[src/rtl/bee_pkg.sv]
package bee_pkg;

   // character codes used by the encoder
   localparam logic [7:0] CH_NUL    = 8'h00;
   localparam logic [7:0] CH_BS     = 8'h08;
   localparam logic [7:0] CH_TAB    = 8'h09;
   localparam logic [7:0] CH_LF     = 8'h0A;
   localparam logic [7:0] CH_CR     = 8'h0D;
   localparam logic [7:0] CH_SPACE  = 8'h20;
   localparam logic [7:0] CH_AT     = 8'h40;
   localparam logic [7:0] CH_BSLASH = 8'h5C;
   localparam logic [7:0] CH_LOW_B  = 8'h62;
   localparam logic [7:0] CH_LOW_N  = 8'h6E;
   localparam logic [7:0] CH_LOW_R  = 8'h72;
   localparam logic [7:0] CH_LOW_T  = 8'h74;
   localparam logic [7:0] CH_LOW_X  = 8'h78;
   localparam logic [7:0] CH_DEL    = 8'h7F;
   localparam logic [7:0] CH_ZERO   = 8'h30;
   localparam logic [7:0] CH_UP_A   = 8'h41;

   localparam logic [7:0] UTF_MASK2 = 8'hE0;
   localparam logic [7:0] UTF_LEAD2 = 8'hC0;
   localparam logic [7:0] UTF_MASK3 = 8'hF0;
   localparam logic [7:0] UTF_LEAD3 = 8'hE0;
   localparam logic [7:0] UTF_MASKC = 8'hC0;
   localparam logic [7:0] UTF_CONT  = 8'h80;

   // what the byte at the current position turns into
   typedef enum logic [2:0] {
      TK_NONE,    // nothing left, or waiting for more lookahead
      TK_PASS1,   // byte passes raw
      TK_UTF2,    // two-byte sequence passes raw
      TK_UTF3,    // three-byte sequence passes raw
      TK_ESC2,    // backslash + letter
      TK_HEX      // backslash x H H
   } tok_type;

   typedef enum logic {
      ST_IDLE,
      ST_RUN
   } state_type;

   typedef struct packed {
      logic load;     // take the input item into the buffer
      logic emit;     // load next character into the output register
      logic commit;   // compact leftover bytes into the lookahead
   } cmd_type;

   typedef struct packed {
      logic cur_none;   // current token emits nothing
      logic tok_last;   // character index is the token's last
      logic next_none;  // token after the current one emits nothing
      logic slot_free;  // output register can take a character
   } stat_type;

   function automatic logic is_cont(logic [7:0] b);
      return (b & UTF_MASKC) == UTF_CONT;
   endfunction

   // second character of a short escape, zero when there is none
   function automatic logic [7:0] esc_letter(logic [7:0] c);
      logic [7:0] r;
      case (c)
         CH_BSLASH: r = CH_BSLASH;
         CH_LF:     r = CH_LOW_N;
         CH_CR:     r = CH_LOW_R;
         CH_BS:     r = CH_LOW_B;
         CH_TAB:    r = CH_LOW_T;
         CH_NUL:    r = CH_AT;
         default:   r = 8'h00;
      endcase
      return r;
   endfunction

   function automatic logic [7:0] hex_char(logic [3:0] d);
      logic [7:0] r;
      if (d < 4'd10) begin
         r = CH_ZERO + {4'h0, d};
      end else begin
         r = CH_UP_A + {4'h0, d} - 8'd10;
      end
      return r;
   endfunction

   function automatic tok_type decide(logic [7:0] c0, logic [7:0] c1, logic [7:0] c2,
                                      logic [1:0] rem, logic fin, logic mode);
      tok_type t;
      tok_type esc;
      logic    last;
      esc  = (esc_letter(c0) != 8'h00) ? TK_ESC2 : TK_HEX;
      last = fin && (rem == 2'd1);
      if (rem == 2'd0) begin
         t = TK_NONE;
      end else if ((c0 >= CH_SPACE && c0 < CH_DEL && c0 != CH_BSLASH) ||
                   ((c0 == CH_LF || c0 == CH_TAB) && !mode) ||
                   (c0 == CH_NUL && last)) begin
         t = TK_PASS1;
      end else if ((c0 & UTF_MASK2) == UTF_LEAD2) begin
         if (rem < 2'd2) begin
            t = fin ? esc : TK_NONE;
         end else if (is_cont(c1)) begin
            t = TK_UTF2;
         end else begin
            t = esc;
         end
      end else if ((c0 & UTF_MASK3) == UTF_LEAD3) begin
         if (rem < 2'd2) begin
            t = fin ? esc : TK_NONE;
         end else if (!is_cont(c1)) begin
            t = esc;
         end else if (rem < 2'd3) begin
            t = fin ? esc : TK_NONE;
         end else if (is_cont(c2)) begin
            t = TK_UTF3;
         end else begin
            t = esc;
         end
      end else begin
         t = esc;
      end
      return t;
   endfunction

   function automatic logic [1:0] tok_last_idx(tok_type t);
      logic [1:0] r;
      case (t)
         TK_UTF2: r = 2'd1;
         TK_UTF3: r = 2'd2;
         TK_ESC2: r = 2'd1;
         TK_HEX:  r = 2'd3;
         default: r = 2'd0;
      endcase
      return r;
   endfunction

   function automatic logic [1:0] tok_consume(tok_type t);
      logic [1:0] r;
      case (t)
         TK_NONE: r = 2'd0;
         TK_UTF2: r = 2'd2;
         TK_UTF3: r = 2'd3;
         default: r = 2'd1;
      endcase
      return r;
   endfunction

   function automatic logic [7:0] char_at(tok_type t, logic [1:0] k,
                                          logic [7:0] c0, logic [7:0] c1, logic [7:0] c2);
      logic [7:0] r;
      case (t)
         TK_UTF2: r = (k == 2'd0) ? c0 : c1;
         TK_UTF3: r = (k == 2'd0) ? c0 : ((k == 2'd1) ? c1 : c2);
         TK_ESC2: r = (k == 2'd0) ? CH_BSLASH : esc_letter(c0);
         TK_HEX: begin
            case (k)
               2'd0:    r = CH_BSLASH;
               2'd1:    r = CH_LOW_X;
               2'd2:    r = hex_char(c0[7:4]);
               default: r = hex_char(c0[3:0]);
            endcase
         end
         default: r = c0;
      endcase
      return r;
   endfunction

endpackage

[src/rtl/bee_ctrl.sv]
module bee_ctrl
   import bee_pkg::*;
(
   input  logic     clock,
   input  logic     reset,
   input  logic     req_tvalid,
   output logic     req_tready,
   input  stat_type stat,
   output cmd_type  cmd
);

   state_type state_ff;
   state_type state_in;

   always_ff @(posedge clock) begin
      if (reset) begin
         state_ff <= ST_IDLE;
      end else begin
         state_ff <= state_in;
      end
   end

   always_comb begin
      state_in   = state_ff;
      req_tready = 1'b0;
      cmd        = '0;
      unique case (state_ff)
         ST_IDLE: begin
            req_tready = 1'b1;
            if (req_tvalid) begin
               cmd.load = 1'b1;
               state_in = ST_RUN;
            end
         end
         ST_RUN: begin
            if (stat.cur_none) begin
               cmd.commit = 1'b1;
               state_in   = ST_IDLE;
            end else if (stat.slot_free) begin
               cmd.emit = 1'b1;
               // last character of the step: fold the commit in
               if (stat.tok_last && stat.next_none) begin
                  cmd.commit = 1'b1;
                  state_in   = ST_IDLE;
               end
            end
         end
         default: state_in = ST_IDLE;
      endcase
   end

   a_emit_ok: assert property (@(posedge clock) disable iff (reset)
      cmd.emit |-> (stat.slot_free && !stat.cur_none))
      else $error("emit without free slot or token");

   a_commit_idle: assert property (@(posedge clock) disable iff (reset)
      cmd.commit |=> (state_ff == ST_IDLE))
      else $error("commit did not end the step");

endmodule

[src/rtl/bee_datapath.sv]
module bee_datapath
   import bee_pkg::*;
(
   input  logic       clock,
   input  logic       reset,
   input  cmd_type    cmd,
   output stat_type   stat,
   input  logic [7:0] req_tdata,
   input  logic       req_tlast,
   output logic       rsp_tvalid,
   input  logic       rsp_tready,
   output logic [7:0] rsp_tdata,
   output logic       rsp_tlast,
   output logic       rsp_tuser,
   input  logic       csr_valid,
   input  logic       csr_data
);

   logic [7:0] buf_ff [3];
   logic [7:0] buf_in [3];
   logic [1:0] cnt_ff, cnt_in;     // lookahead count when idle, byte count when running
   logic [1:0] pos_ff, pos_in;
   logic [1:0] k_ff, k_in;         // character index within the token
   logic       fin_ff, fin_in;
   logic       mode_ff, mode_in;
   logic       rsp_valid_ff, rsp_valid_in;
   logic [7:0] rsp_data_ff, rsp_data_in;
   logic       rsp_last_ff, rsp_last_in;
   logic       rsp_user_ff, rsp_user_in;

   logic [7:0] c0, c1, c2, n0, n1, n2;
   logic [1:0] rem, nrem, npos, base;
   tok_type    cur_tok, next_tok;
   logic       end_of_step;

   function automatic logic [7:0] byte_at(logic [7:0] b0, logic [7:0] b1, logic [7:0] b2,
                                          logic [2:0] idx);
      logic [7:0] r;
      case (idx)
         3'd0:    r = b0;
         3'd1:    r = b1;
         3'd2:    r = b2;
         default: r = 8'h00;
      endcase
      return r;
   endfunction

   always_comb begin
      c0      = byte_at(buf_ff[0], buf_ff[1], buf_ff[2], {1'b0, pos_ff});
      c1      = byte_at(buf_ff[0], buf_ff[1], buf_ff[2], {1'b0, pos_ff} + 3'd1);
      c2      = byte_at(buf_ff[0], buf_ff[1], buf_ff[2], {1'b0, pos_ff} + 3'd2);
      rem     = cnt_ff - pos_ff;
      cur_tok = decide(c0, c1, c2, rem, fin_ff, mode_ff);

      npos     = pos_ff + tok_consume(cur_tok);
      n0       = byte_at(buf_ff[0], buf_ff[1], buf_ff[2], {1'b0, npos});
      n1       = byte_at(buf_ff[0], buf_ff[1], buf_ff[2], {1'b0, npos} + 3'd1);
      n2       = byte_at(buf_ff[0], buf_ff[1], buf_ff[2], {1'b0, npos} + 3'd2);
      nrem     = cnt_ff - npos;
      next_tok = decide(n0, n1, n2, nrem, fin_ff, mode_ff);

      stat.cur_none  = (cur_tok == TK_NONE);
      stat.tok_last  = (k_ff == tok_last_idx(cur_tok));
      stat.next_none = (next_tok == TK_NONE);
      stat.slot_free = !rsp_valid_ff || rsp_tready;

      end_of_step = stat.tok_last && stat.next_none;
      base        = cmd.emit ? npos : pos_ff;
   end

   always_comb begin
      buf_in       = buf_ff;
      cnt_in       = cnt_ff;
      pos_in       = pos_ff;
      k_in         = k_ff;
      fin_in       = fin_ff;
      mode_in      = mode_ff;
      rsp_valid_in = rsp_valid_ff;
      rsp_data_in  = rsp_data_ff;
      rsp_last_in  = rsp_last_ff;
      rsp_user_in  = rsp_user_ff;

      if (cmd.load) begin
         case (cnt_ff)
            2'd0:    buf_in[0] = req_tdata;
            2'd1:    buf_in[1] = req_tdata;
            default: buf_in[2] = req_tdata;
         endcase
         cnt_in = cnt_ff + 2'd1;
         pos_in = 2'd0;
         k_in   = 2'd0;
         fin_in = req_tlast;
      end

      if (cmd.emit) begin
         rsp_valid_in = 1'b1;
         rsp_data_in  = char_at(cur_tok, k_ff, c0, c1, c2);
         rsp_last_in  = end_of_step;
         rsp_user_in  = end_of_step && fin_ff;
         if (stat.tok_last) begin
            k_in   = 2'd0;
            pos_in = npos;
         end else begin
            k_in = k_ff + 2'd1;
         end
      end else if (rsp_tready) begin
         rsp_valid_in = 1'b0;
      end

      if (cmd.commit) begin
         buf_in[0] = byte_at(buf_ff[0], buf_ff[1], buf_ff[2], {1'b0, base});
         buf_in[1] = byte_at(buf_ff[0], buf_ff[1], buf_ff[2], {1'b0, base} + 3'd1);
         cnt_in    = cnt_ff - base;
         pos_in    = 2'd0;
         k_in      = 2'd0;
      end

      if (csr_valid) begin
         mode_in = csr_data;
      end
   end

   always_ff @(posedge clock) begin
      if (reset) begin
         cnt_ff       <= 2'd0;
         pos_ff       <= 2'd0;
         k_ff         <= 2'd0;
         mode_ff      <= 1'b0;
         rsp_valid_ff <= 1'b0;
      end else begin
         cnt_ff       <= cnt_in;
         pos_ff       <= pos_in;
         k_ff         <= k_in;
         mode_ff      <= mode_in;
         rsp_valid_ff <= rsp_valid_in;
      end
   end

   always_ff @(posedge clock) begin
      buf_ff      <= buf_in;
      fin_ff      <= fin_in;
      rsp_data_ff <= rsp_data_in;
      rsp_last_ff <= rsp_last_in;
      rsp_user_ff <= rsp_user_in;
   end

   assign rsp_tvalid = rsp_valid_ff;
   assign rsp_tdata  = rsp_data_ff;
   assign rsp_tlast  = rsp_last_ff;
   assign rsp_tuser  = rsp_user_ff;

   a_lookahead_max: assert property (@(posedge clock) disable iff (reset)
      cmd.commit |=> (cnt_ff != 2'd3))
      else $error("lookahead holds more than two bytes");

   a_done_ends_run: assert property (@(posedge clock) disable iff (reset)
      (rsp_valid_ff && rsp_user_ff) |-> rsp_last_ff)
      else $error("string end flagged off a run end");

endmodule

[src/rtl/byte_escape_encoder.sv]
// Byte escape encoder: turns raw string bytes on req_* into printable escaped text on
// rsp_*, one character per item. Printable ASCII passes raw; backslash, CR and BS
// become two-character escapes, as do LF and TAB in single-line mode and NUL unless
// it is the last byte of a string (otherwise these pass raw). Other bytes become
// \xHH, and well-formed 2- and 3-byte UTF-8 passes raw. A UTF-8 lead byte is held
// (up to two bytes of lookahead) until its continuation bytes arrive; such a byte
// yields no characters yet. req_tlast marks the last byte of a string and flushes
// the lookahead. A byte yields up to 12 output characters. The controller handles one
// input byte at a time, so the rate is set by the single output character register.
// single_line_mode (csr_data) is written only while the block is idle.
module byte_escape_encoder
   import bee_pkg::*;
(
   input  logic       clock,
   input  logic       reset,
   // input bytes
   input  logic       req_tvalid,
   output logic       req_tready,
   input  logic [7:0] req_tdata,   // [7:0] in_byte
   input  logic       req_tlast,   // is_final
   // output characters
   output logic       rsp_tvalid,
   input  logic       rsp_tready,
   output logic [7:0] rsp_tdata,   // [7:0] out_char
   output logic       rsp_tlast,   // run_end: last character of this input byte
   output logic       rsp_tuser,   // [0] string_done
   // configuration
   input  logic       csr_valid,
   output logic       csr_ready,
   input  logic       csr_data     // single_line_mode
);

   cmd_type  cmd;
   stat_type stat;

   // mode write taken only between input items, never mid-step
   assign csr_ready = req_tready;

   bee_ctrl u_ctrl (
      .clock      (clock),
      .reset      (reset),
      .req_tvalid (req_tvalid),
      .req_tready (req_tready),
      .stat       (stat),
      .cmd        (cmd)
   );

   bee_datapath u_datapath (
      .clock      (clock),
      .reset      (reset),
      .cmd        (cmd),
      .stat       (stat),
      .req_tdata  (req_tdata),
      .req_tlast  (req_tlast),
      .rsp_tvalid (rsp_tvalid),
      .rsp_tready (rsp_tready),
      .rsp_tdata  (rsp_tdata),
      .rsp_tlast  (rsp_tlast),
      .rsp_tuser  (rsp_tuser),
      .csr_valid  (csr_valid && csr_ready),
      .csr_data   (csr_data)
   );

endmodule

[config.mk]
export PLATFORM = sky130hd
export DESIGN_NAME = byte_escape_encoder
export DESIGN_NICKNAME = d
export VERILOG_FILES = /design/src/rtl/bee_pkg.sv /design/src/rtl/bee_ctrl.sv /design/src/rtl/bee_datapath.sv /design/src/rtl/byte_escape_encoder.sv
export SDC_FILE = /design/constraint.sdc
export NUM_CORES = 1
export LEC_CHECK = 0
export BUFFER_PORTS_ARGS = -buffer_cell sky130_fd_sc_hd__clkbuf_2
export CAP_MARGIN = 25
export CORE_MARGIN = 2
export CORE_UTILIZATION = 24
export DETAILED_ROUTE_END_ITERATION = 10
export HOLD_SLACK_MARGIN = 0.15
export PLACE_DENSITY_LB_ADDON = 0.25
export SLEW_MARGIN = 0
export SYNTH_ARGS = -nofsm -noshare
export SYNTH_HDL_FRONTEND = slang
export SYNTH_SLANG_ARGS = --single-unit
[constraint.sdc]
create_clock -name clock -period 13.6 [get_ports clock]
set_input_delay 0.68 -clock clock [delete_from_list [all_inputs] [get_ports clock]]
set_output_delay 0.68 -clock clock [all_outputs]
set_load 0.05 [all_outputs]
==> impl_results.md, run 1 <==
- Worst min-delay path startpoint: u_datapath.rsp_tvalid
- Routed wire per std cell: 18.2 um
- Ratio of routed vias to standard cells: 5.33
- Starting density of the core: 24.6%
- Cell area after synthesis: 3890 um^2
- Half-perimeter wire length after detailed placement: 8.86 mm
- Worst-case hold slack: 0.547 ns
- Clock period minus worst slack: 7.30 ns
- F_max: 0.137 GHz
- Sequential element share of the synthesized area: 31.7%
- Worst slew slack as a fraction of its limit: 36.5%
- Width of the chip: 131 um
- Final Setup Violations: 0
- Required arrival time at the worst endpoint: 13.85 ns
- Leakage: 1.50 nW
- Count of buffers from port buffering: 27
- Pin slew with the least headroom to its limit: 0.949 ns
- Clk slew on worst S/H paths: 0.07 ns
- Total power density per cell area: 246 nW/um^2
- Vias in the first global route: 3,362
- Number of core rows: 46
- Synth top area share: 27.0%
- Library cell appearing most often on the critical path: sky130_fd_sc_hd__ha_1
- Aggregate negative setup slack: 0 ns
- Initial antenna violation count: 0
- Sequential Area: 1230 um^2
- Number of buffers added for setup after CTS: 0
- TritonCTS sink count: 44
- Drt first-iter violations: 369
- Number of placed instances, taps included: 650
- Asr flop ratio synth: 0%
- Worst-skew pair later-pin latency: 0.31 ns
- Slowest cell delay on critical path: 0.75 ns
- Post_cts resized: 0
- First-pass GRT wire length: 19.2 mm
- Worst flop-to-flop path startpoint: u_datapath.pos_ff[1]
- Total of hold buffers inserted after clock tree synthesis: 0
- Number of enable flip-flop cells after synthesis: 35
- Worst hold path class: flip-flop to flip-flop
- Synthesized instance count: 430
- Cell depth of the worst min-delay path: 2
- Part of the cycle the worst path needs: 53.7%
- Flip-flop cell with the highest count after synthesis: sky130_fd_sc_hd__edfxtp_1
- Top cell type by total area after synthesis: sky130_fd_sc_hd__edfxtp_1
- Max-cap check violation count: 0
- Status: completed
- FF+latch count, synth: 44
- Inserted Clock Buffers: 5
- Top-Level Pins: 28
- Maximum VDD drop: 0.0000687 V
- Number of nets at the end of the flow: 476
- Crit-path max FO: 29
- Chip Height: 131 um
- Worst clock skew on the final layout: 0.00463 ns
- Register-to-register setup slack: 6.30 ns
- Synth-to-Final Area Change: 12.4%
- Slowest cell on the critical path: sky130_fd_sc_hd__nor2b_1
- Number of vias in the routed layout: 3,513
- Number of buffers between clock root and the deepest sink: 2
- Area of the die: 17,200 um^2
- Unique masters post-synth: 77
- Number of cell instances on the worst register-to-register path: 28
- CTS root buffer: sky130_fd_sc_hd__clkbuf_16
- Maximum number of pins on one net before global-route repair: 30
- Endpoint of the most critical register-to-register path: u_datapath.cnt_ff[1]
- Cell types with the largest area share after synthesis: sky130_fd_sc_hd__edfxtp_1 (27%), sky130_fd_sc_hd__ha_1 (6.1%), sky130_fd_sc_hd__mux2i_1 (5.2%), sky130_fd_sc_hd__dfxtp_1 (4.6%), sky130_fd_sc_hd__nand2_1 (4.4%)
- Avg Inst Size Synth: 9.04 um^2
- Final RePlAce weighted congestion: 0.898
- Count of filler cells inserted in the layout: 1,698
- Total routing resource utilization after global routing: 13.9%
- Combined area of the multi-input logic cells: 2460 um^2
- Residual DRC count: 0
- Critical path capture point type: flip-flop
- Standard cell core area: 15,800 um^2
- Critical path arrival: 7.55 ns
- Element type at the critical path start: flip-flop
- Syn_nets: 464
- Diode count: 0
- Clock tree from TritonCTS: done
- Warning count from the yosys run: 0
- Worst min-delay path endpoint: u_datapath.rsp_tvalid
- Final hold violation count: 0
- Final standard cell count with taps included and fillers excluded: 659
- Number of iterations in the first detailed-routing pass: 5
- Setup repair after global routing missed its margin: false
- Remaining global-route overflow: 0
- Total detailed-routing wirelength: 12.0 mm
- Classification of the worst setup path: flip-flop to flip-flop
- Pins over their slew limit: 0
- Fraction of layout instances using a drive strength above 1: 15.1%
- Number of levels the H-tree was split into: 2
- Remaining antenna violation count: 0
==> cell usage after synthesis, drive strengths merged (4+ instances only) <==
master,count
a21oi,18
a22o,9
a22oi,12
a2bb2oi,4
a311oi,5
a31oi,6
and2,5
and3,4
buf,17
clkbuf,12
dfxtp,9
edfxtp,35
ha,19
inv,13
mux2i,20
nand2,46
nand2b,6
nand3,8
nand4,8
nor2,37
nor3,10
nor4,4
o21ai,31
o22ai,5
o2bb2ai,5
o311a,4
o311ai,4
o31ai,9
o32ai,4
or3,4
xnor2,4
xor2,4
==> power by group <==
part,switching (mW),internal [mW],leakage [nW],total [mW]
clock,0.0609,0.0875,0.0804,0.148
combinational,0.465,0.210,1.02,0.675
sequential,0.0393,0.211,0.402,0.251
total,0.565,0.509,1.50,1.07
==> cells in the final DEF (no fill, tap or decap), types with 12 or more instances in the layout <==
cell type,count
sky130_fd_sc_hd__ha_1,19
sky130_fd_sc_hd__clkbuf_2,27
sky130_fd_sc_hd__edfxtp_1,35
sky130_fd_sc_hd__a21oi_1,18
sky130_fd_sc_hd__a22oi_1,12
sky130_fd_sc_hd__o21ai_0,21
sky130_fd_sc_hd__inv_1,13
sky130_fd_sc_hd__nor2_1,36
sky130_fd_sc_hd__nand2_1,46
sky130_fd_sc_hd__mux2i_1,20
==> stage by stage <==
step                      instance area [um^2]  setup WS [ns]  utilization (%)  power, mW
after floorplan                           3890           7.78                -      0.752
after global placement                    4190           6.70             26.5      0.919
after detailed placement                  4190           6.46             26.5      0.918
after CTS                                 4360           6.41             27.5       1.07
after global routing                      4370           5.72             27.6       1.15
final                                     4370           6.30             27.6       1.07
==> how the worst max path moves through the flow <==
stage	from	to	slack (ns)	cells after the start
2_1_floorplan	u_datapath.pos_ff[1]	u_datapath.cnt_ff[1]	7.78	27
3_3_place_gp	u_datapath.pos_ff[1]	u_datapath.cnt_ff[1]	6.70	28
3_5_place_dp	u_datapath.pos_ff[1]	u_datapath.cnt_ff[1]	6.46	28
4_1_cts	u_datapath.pos_ff[1]	u_datapath.cnt_ff[1]	6.41	28
5_1_grt	u_datapath.pos_ff[1]	u_datapath.cnt_ff[1]	5.72	29
6_report	u_datapath.pos_ff[1]	u_datapath.cnt_ff[1]	6.30	28
==> metal layers <==
layer	GRT usage (%)	routed length (um)	up-vias
met3	2.78	630	22
met1	18.9	5650	1686
met5	0	0	-
met2	21.6	5360	122
met4	5.37	325	0
li1	-	-	1683
==> final cells by class <==
type / count / share of cell area (%)
multi-input combinational: 344 / 56.3
sequential: 44 / 28.2
inverter: 13 / 1.12
clock inverter: 3 / 1.06
tap: 216 / 6.19
timing repair buffer: 34 / 4.30
clock buffer: 5 / 2.86
==> kinds of logic (layout without fill, tap and decap cells) <==
kind of cell	Yosys count	count (layout)	share of synthesized area [%]
DFF	44	44	31.7
AOI/OAI and AO/OA	141	141	28.4
muxes	23	23	6.02
buffers and inverters	42	55	5.05
adders and majority gates	19	19	6.12
xor gates and xnor gates	10	10	2.99
and+or+nand+nor	151	151	19.8
==> sequential cells by signal, indices dropped and copies added, names as in the netlist <==
name,cells
u_datapath.buf_ff,24
u_datapath.rsp_tdata,8
u_datapath.cnt_ff,2
u_datapath.k_ff,2
u_datapath.pos_ff,2
u_ctrl.state_ff,1
u_datapath.fin_ff,1
u_datapath.mode_ff,1
u_datapath.rsp_tlast,1
u_datapath.rsp_tuser,1
u_datapath.rsp_tvalid,1
==> worst max-delay path, delay by kind of cell, from the launching register on <==
family | cells | cell delay [ns]
and+or+nand+nor | 11 | 2.90
AOI/OAI and AO/OA | 8 | 1.74
adders and majority gates | 4 | 1.29
buffers and inverters | 3 | 0.80
DFF | 1 | 0.31
muxes | 1 | 0.12
xor gates and xnor gates | 1 | 0.08
Power figures use the tool's default switching activity.
==> inputs of run 2 (changes only) <==
==> constraint.sdc (replaced) <==
create_clock -name clock -period 6.15 [get_ports clock]
set_input_delay 0.3075 -clock clock [delete_from_list [all_inputs] [get_ports clock]]
set_output_delay 0.3075 -clock clock [all_outputs]
set_load 0.05 [all_outputs]
==> run 2 against run 1 <==
Fmax grew 28%. Hold slack got worse by 0.36 ns. Largest power group unchanged. Sequential power increased by 120%. Sequential share of layout area down 0.75 points.
==> impl_results.md, run 2 (same netlist as run 1, synthesis figures left out) <==
- Number of buffers added for setup after CTS: 0 (unchanged)
- Number of vias in the routed layout: 3,583 (was 3,513)
- Routed wire per std cell: 18.0 um (was 18.2 um)
- Register ranked first by flip-flop count: u_datapath.buf_ff (unchanged)
- Final Setup Violations: 0 (unchanged)
- Chip Height: 131 um (unchanged)
- Clock tree from TritonCTS: done (unchanged)
- Worst clock skew on the final layout: 0.0113 ns (was 0.00463 ns)
- Drt first-iter violations: 279 (was 369)
- Total routing resource utilization after global routing: 14.2% (was 13.9%)
- Number of nets at the end of the flow: 491 (was 476)
- Max reg flops: 24 (unchanged)
- Final hold violation count: 0 (unchanged)
- Number of core rows: 46 (unchanged)
- Final RePlAce weighted congestion: 0.906 (was 0.898)
- Combined area of the multi-input logic cells: 2470 um^2 (was 2460 um^2)
- Inserted Clock Buffers: 5 (unchanged)
- Count of filler cells inserted in the layout: 1,710 (was 1,698)
- Area of the die: 17,200 um^2 (unchanged)
- Clock period minus worst slack: 5.69 ns (was 7.30 ns)
- Remaining antenna violation count: 0 (unchanged)
- Slowest cell delay on critical path: 0.54 ns (was 0.75 ns)
- Initial antenna violation count: 0 (unchanged)
- Slowest cell on the critical path: sky130_fd_sc_hd__or4_1 (was sky130_fd_sc_hd__nor2b_1)
- Worst Slack Setup Final: 0.462 ns (was 6.30 ns)
- Width of the chip: 131 um (unchanged)
- CP delay by family, top: simple AND/OR/NAND/NOR gates (unchanged)
- Total power density per cell area: 551 nW/um^2 (was 246 nW/um^2)
- Critical path arrival: 5.93 ns (was 7.55 ns)
- Standard cell core area: 15,800 um^2 (unchanged)
- Share of the core filled with cells: 28.4% (was 27.6%)
- F_max: 0.176 GHz (was 0.137 GHz)
- CTS root buffer: sky130_fd_sc_hd__clkbuf_16 (unchanged)
- Fraction of layout instances using a drive strength above 1: 18.1% (was 15.1%)
- Diode count: 0 (unchanged)
- Number of levels the H-tree was split into: 2 (unchanged)
- Required arrival time at the worst endpoint: 6.39 ns (was 13.85 ns)
- Sequential Area: 1230 um^2 (about the same)
- Half-perimeter wire length after detailed placement: 9.12 mm (was 8.86 mm)
- Total of hold buffers inserted after clock tree synthesis: 0 (unchanged)
- GR Layer Usage met3: 2.51% (was 2.78%)
- Top-Level Pins: 28 (unchanged)
- Clk slew on worst S/H paths: 0.07 ns (about the same)
- Most common cell after layout, fill and taps aside: sky130_fd_sc_hd__nand2_1 (unchanged)
- Post-placement worst setup slack: 0.402 ns (was 6.46 ns)
- Leakage: 1.58 nW (was 1.50 nW)
- Number of buffers between clock root and the deepest sink: 2 (unchanged)
- Vias in the first global route: 3,442 (was 3,362)
- Post_cts resized: 0 (unchanged)
- Pins over their slew limit: 0 (unchanged)
- Worst-skew pair later-pin latency: 0.31 ns (about the same)
- Max-cap check violation count: 0 (unchanged)
- Placed Area: 4310 um^2 (was 4190 um^2)
- Starting density of the core: 24.6% (unchanged)
- Busiest layer in global routing: met2 (unchanged)
- Classification of the worst setup path: flip-flop to flip-flop (unchanged)
- Residual DRC count: 0 (unchanged)
- Synth-to-Final Area Change: 15.6% (was 12.4%)
- Worst slew slack as a fraction of its limit: 44.9% (was 36.5%)
- Worst path buffer plus inverter count: 1 (was 3)
- Critical path capture point type: flip-flop (unchanged)
- Status: completed (unchanged)
- Part of the cycle the worst path needs: 92.5% (was 53.7%)
- Setup repair after global routing missed its margin: false (unchanged)
- Number of iterations in the first detailed-routing pass: 5 (unchanged)
- Finished Cell Area: 4490 um^2 (was 4370 um^2)
- Element type at the critical path start: flip-flop (unchanged)
- Routing usage on met1: 19.4% (was 18.9%)
- Pin slew with the least headroom to its limit: 0.823 ns (was 0.949 ns)
- Ratio of routed vias to standard cells: 5.32 (was 5.33)
- Total detailed-routing wirelength: 12.1 mm (was 12.0 mm)
- Count of buffers from port buffering: 27 (unchanged)
- Commonest cells after routing, fill and taps aside: sky130_fd_sc_hd__nand2_1 (46), sky130_fd_sc_hd__nor2_1 (36), sky130_fd_sc_hd__edfxtp_1 (35) (unchanged)
- Maximum number of pins on one net before global-route repair: 29 (was 30)
- Fraction of met2 tracks used by global routing: 22.1% (was 21.6%)
- First-pass GRT wire length: 19.5 mm (was 19.2 mm)
- Aggregate negative setup slack: 0 ns (unchanged)
- Library cell appearing most often on the critical path: sky130_fd_sc_hd__ha_1 (unchanged)
- Worst hold path class: input port to flip-flop (was flip-flop to flip-flop)
- Maximum VDD drop: 0.000141 V (was 0.0000687 V)
- TritonCTS sink count: 44 (unchanged)
- Crit-path max FO: 10 (was 29)
- Remaining global-route overflow: 0 (unchanged)
==> run 2: where the power goes <==
group          switching, mW  total, mW  internal [mW]  leakage, nW
clock network          0.132      0.326          0.193       0.0840
logic                   1.07       1.59          0.521         1.09
registers             0.0882      0.556          0.467        0.402
==> run 2: final timing paths <==
kind / from / to / slack, ns / cells past startpoint
worst max-delay path: u_datapath.pos_ff[0] / u_datapath.cnt_ff[1] / 0.46 / 25
worst min-delay path: req_tlast / u_datapath.fin_ff / 0.18 / 1
worst max register to register: u_datapath.pos_ff[0] / u_datapath.cnt_ff[1] / 0.46 / 25
worst min register to register: u_datapath.rsp_tvalid / u_datapath.rsp_tvalid / 0.54 / 2
==> run 2: through the flow <==
step	power [mW]	cells	hold WS [ns]
floorplan	1.66	430	0.377
CTS	2.46	674	0.179
detailed placement	2.12	666	0.492
finish	2.48	674	0.184
global route	2.63	674	0.190
global placement	2.12	666	0.493
==> run 2: per-layer routing <==
layer	share of wire [%]	up-vias
met5	0	-
met4	2.9	0
met3	5.9	23
met2	44	136
met1	47	1714
li1	-	1710
==> run 2: cell type report <==
| type | instances | share of cell area, % |
|---|---|---|
| clock inverters | 3 | 1.06 |
| inverters | 13 | 1.09 |
| repair buffers | 49 | 6.69 |
| multi-input cells | 344 | 54.9 |
| flip-flops and latches | 44 | 27.4 |
| well taps | 216 | 6.02 |
| clock buffers | 5 | 2.79 |
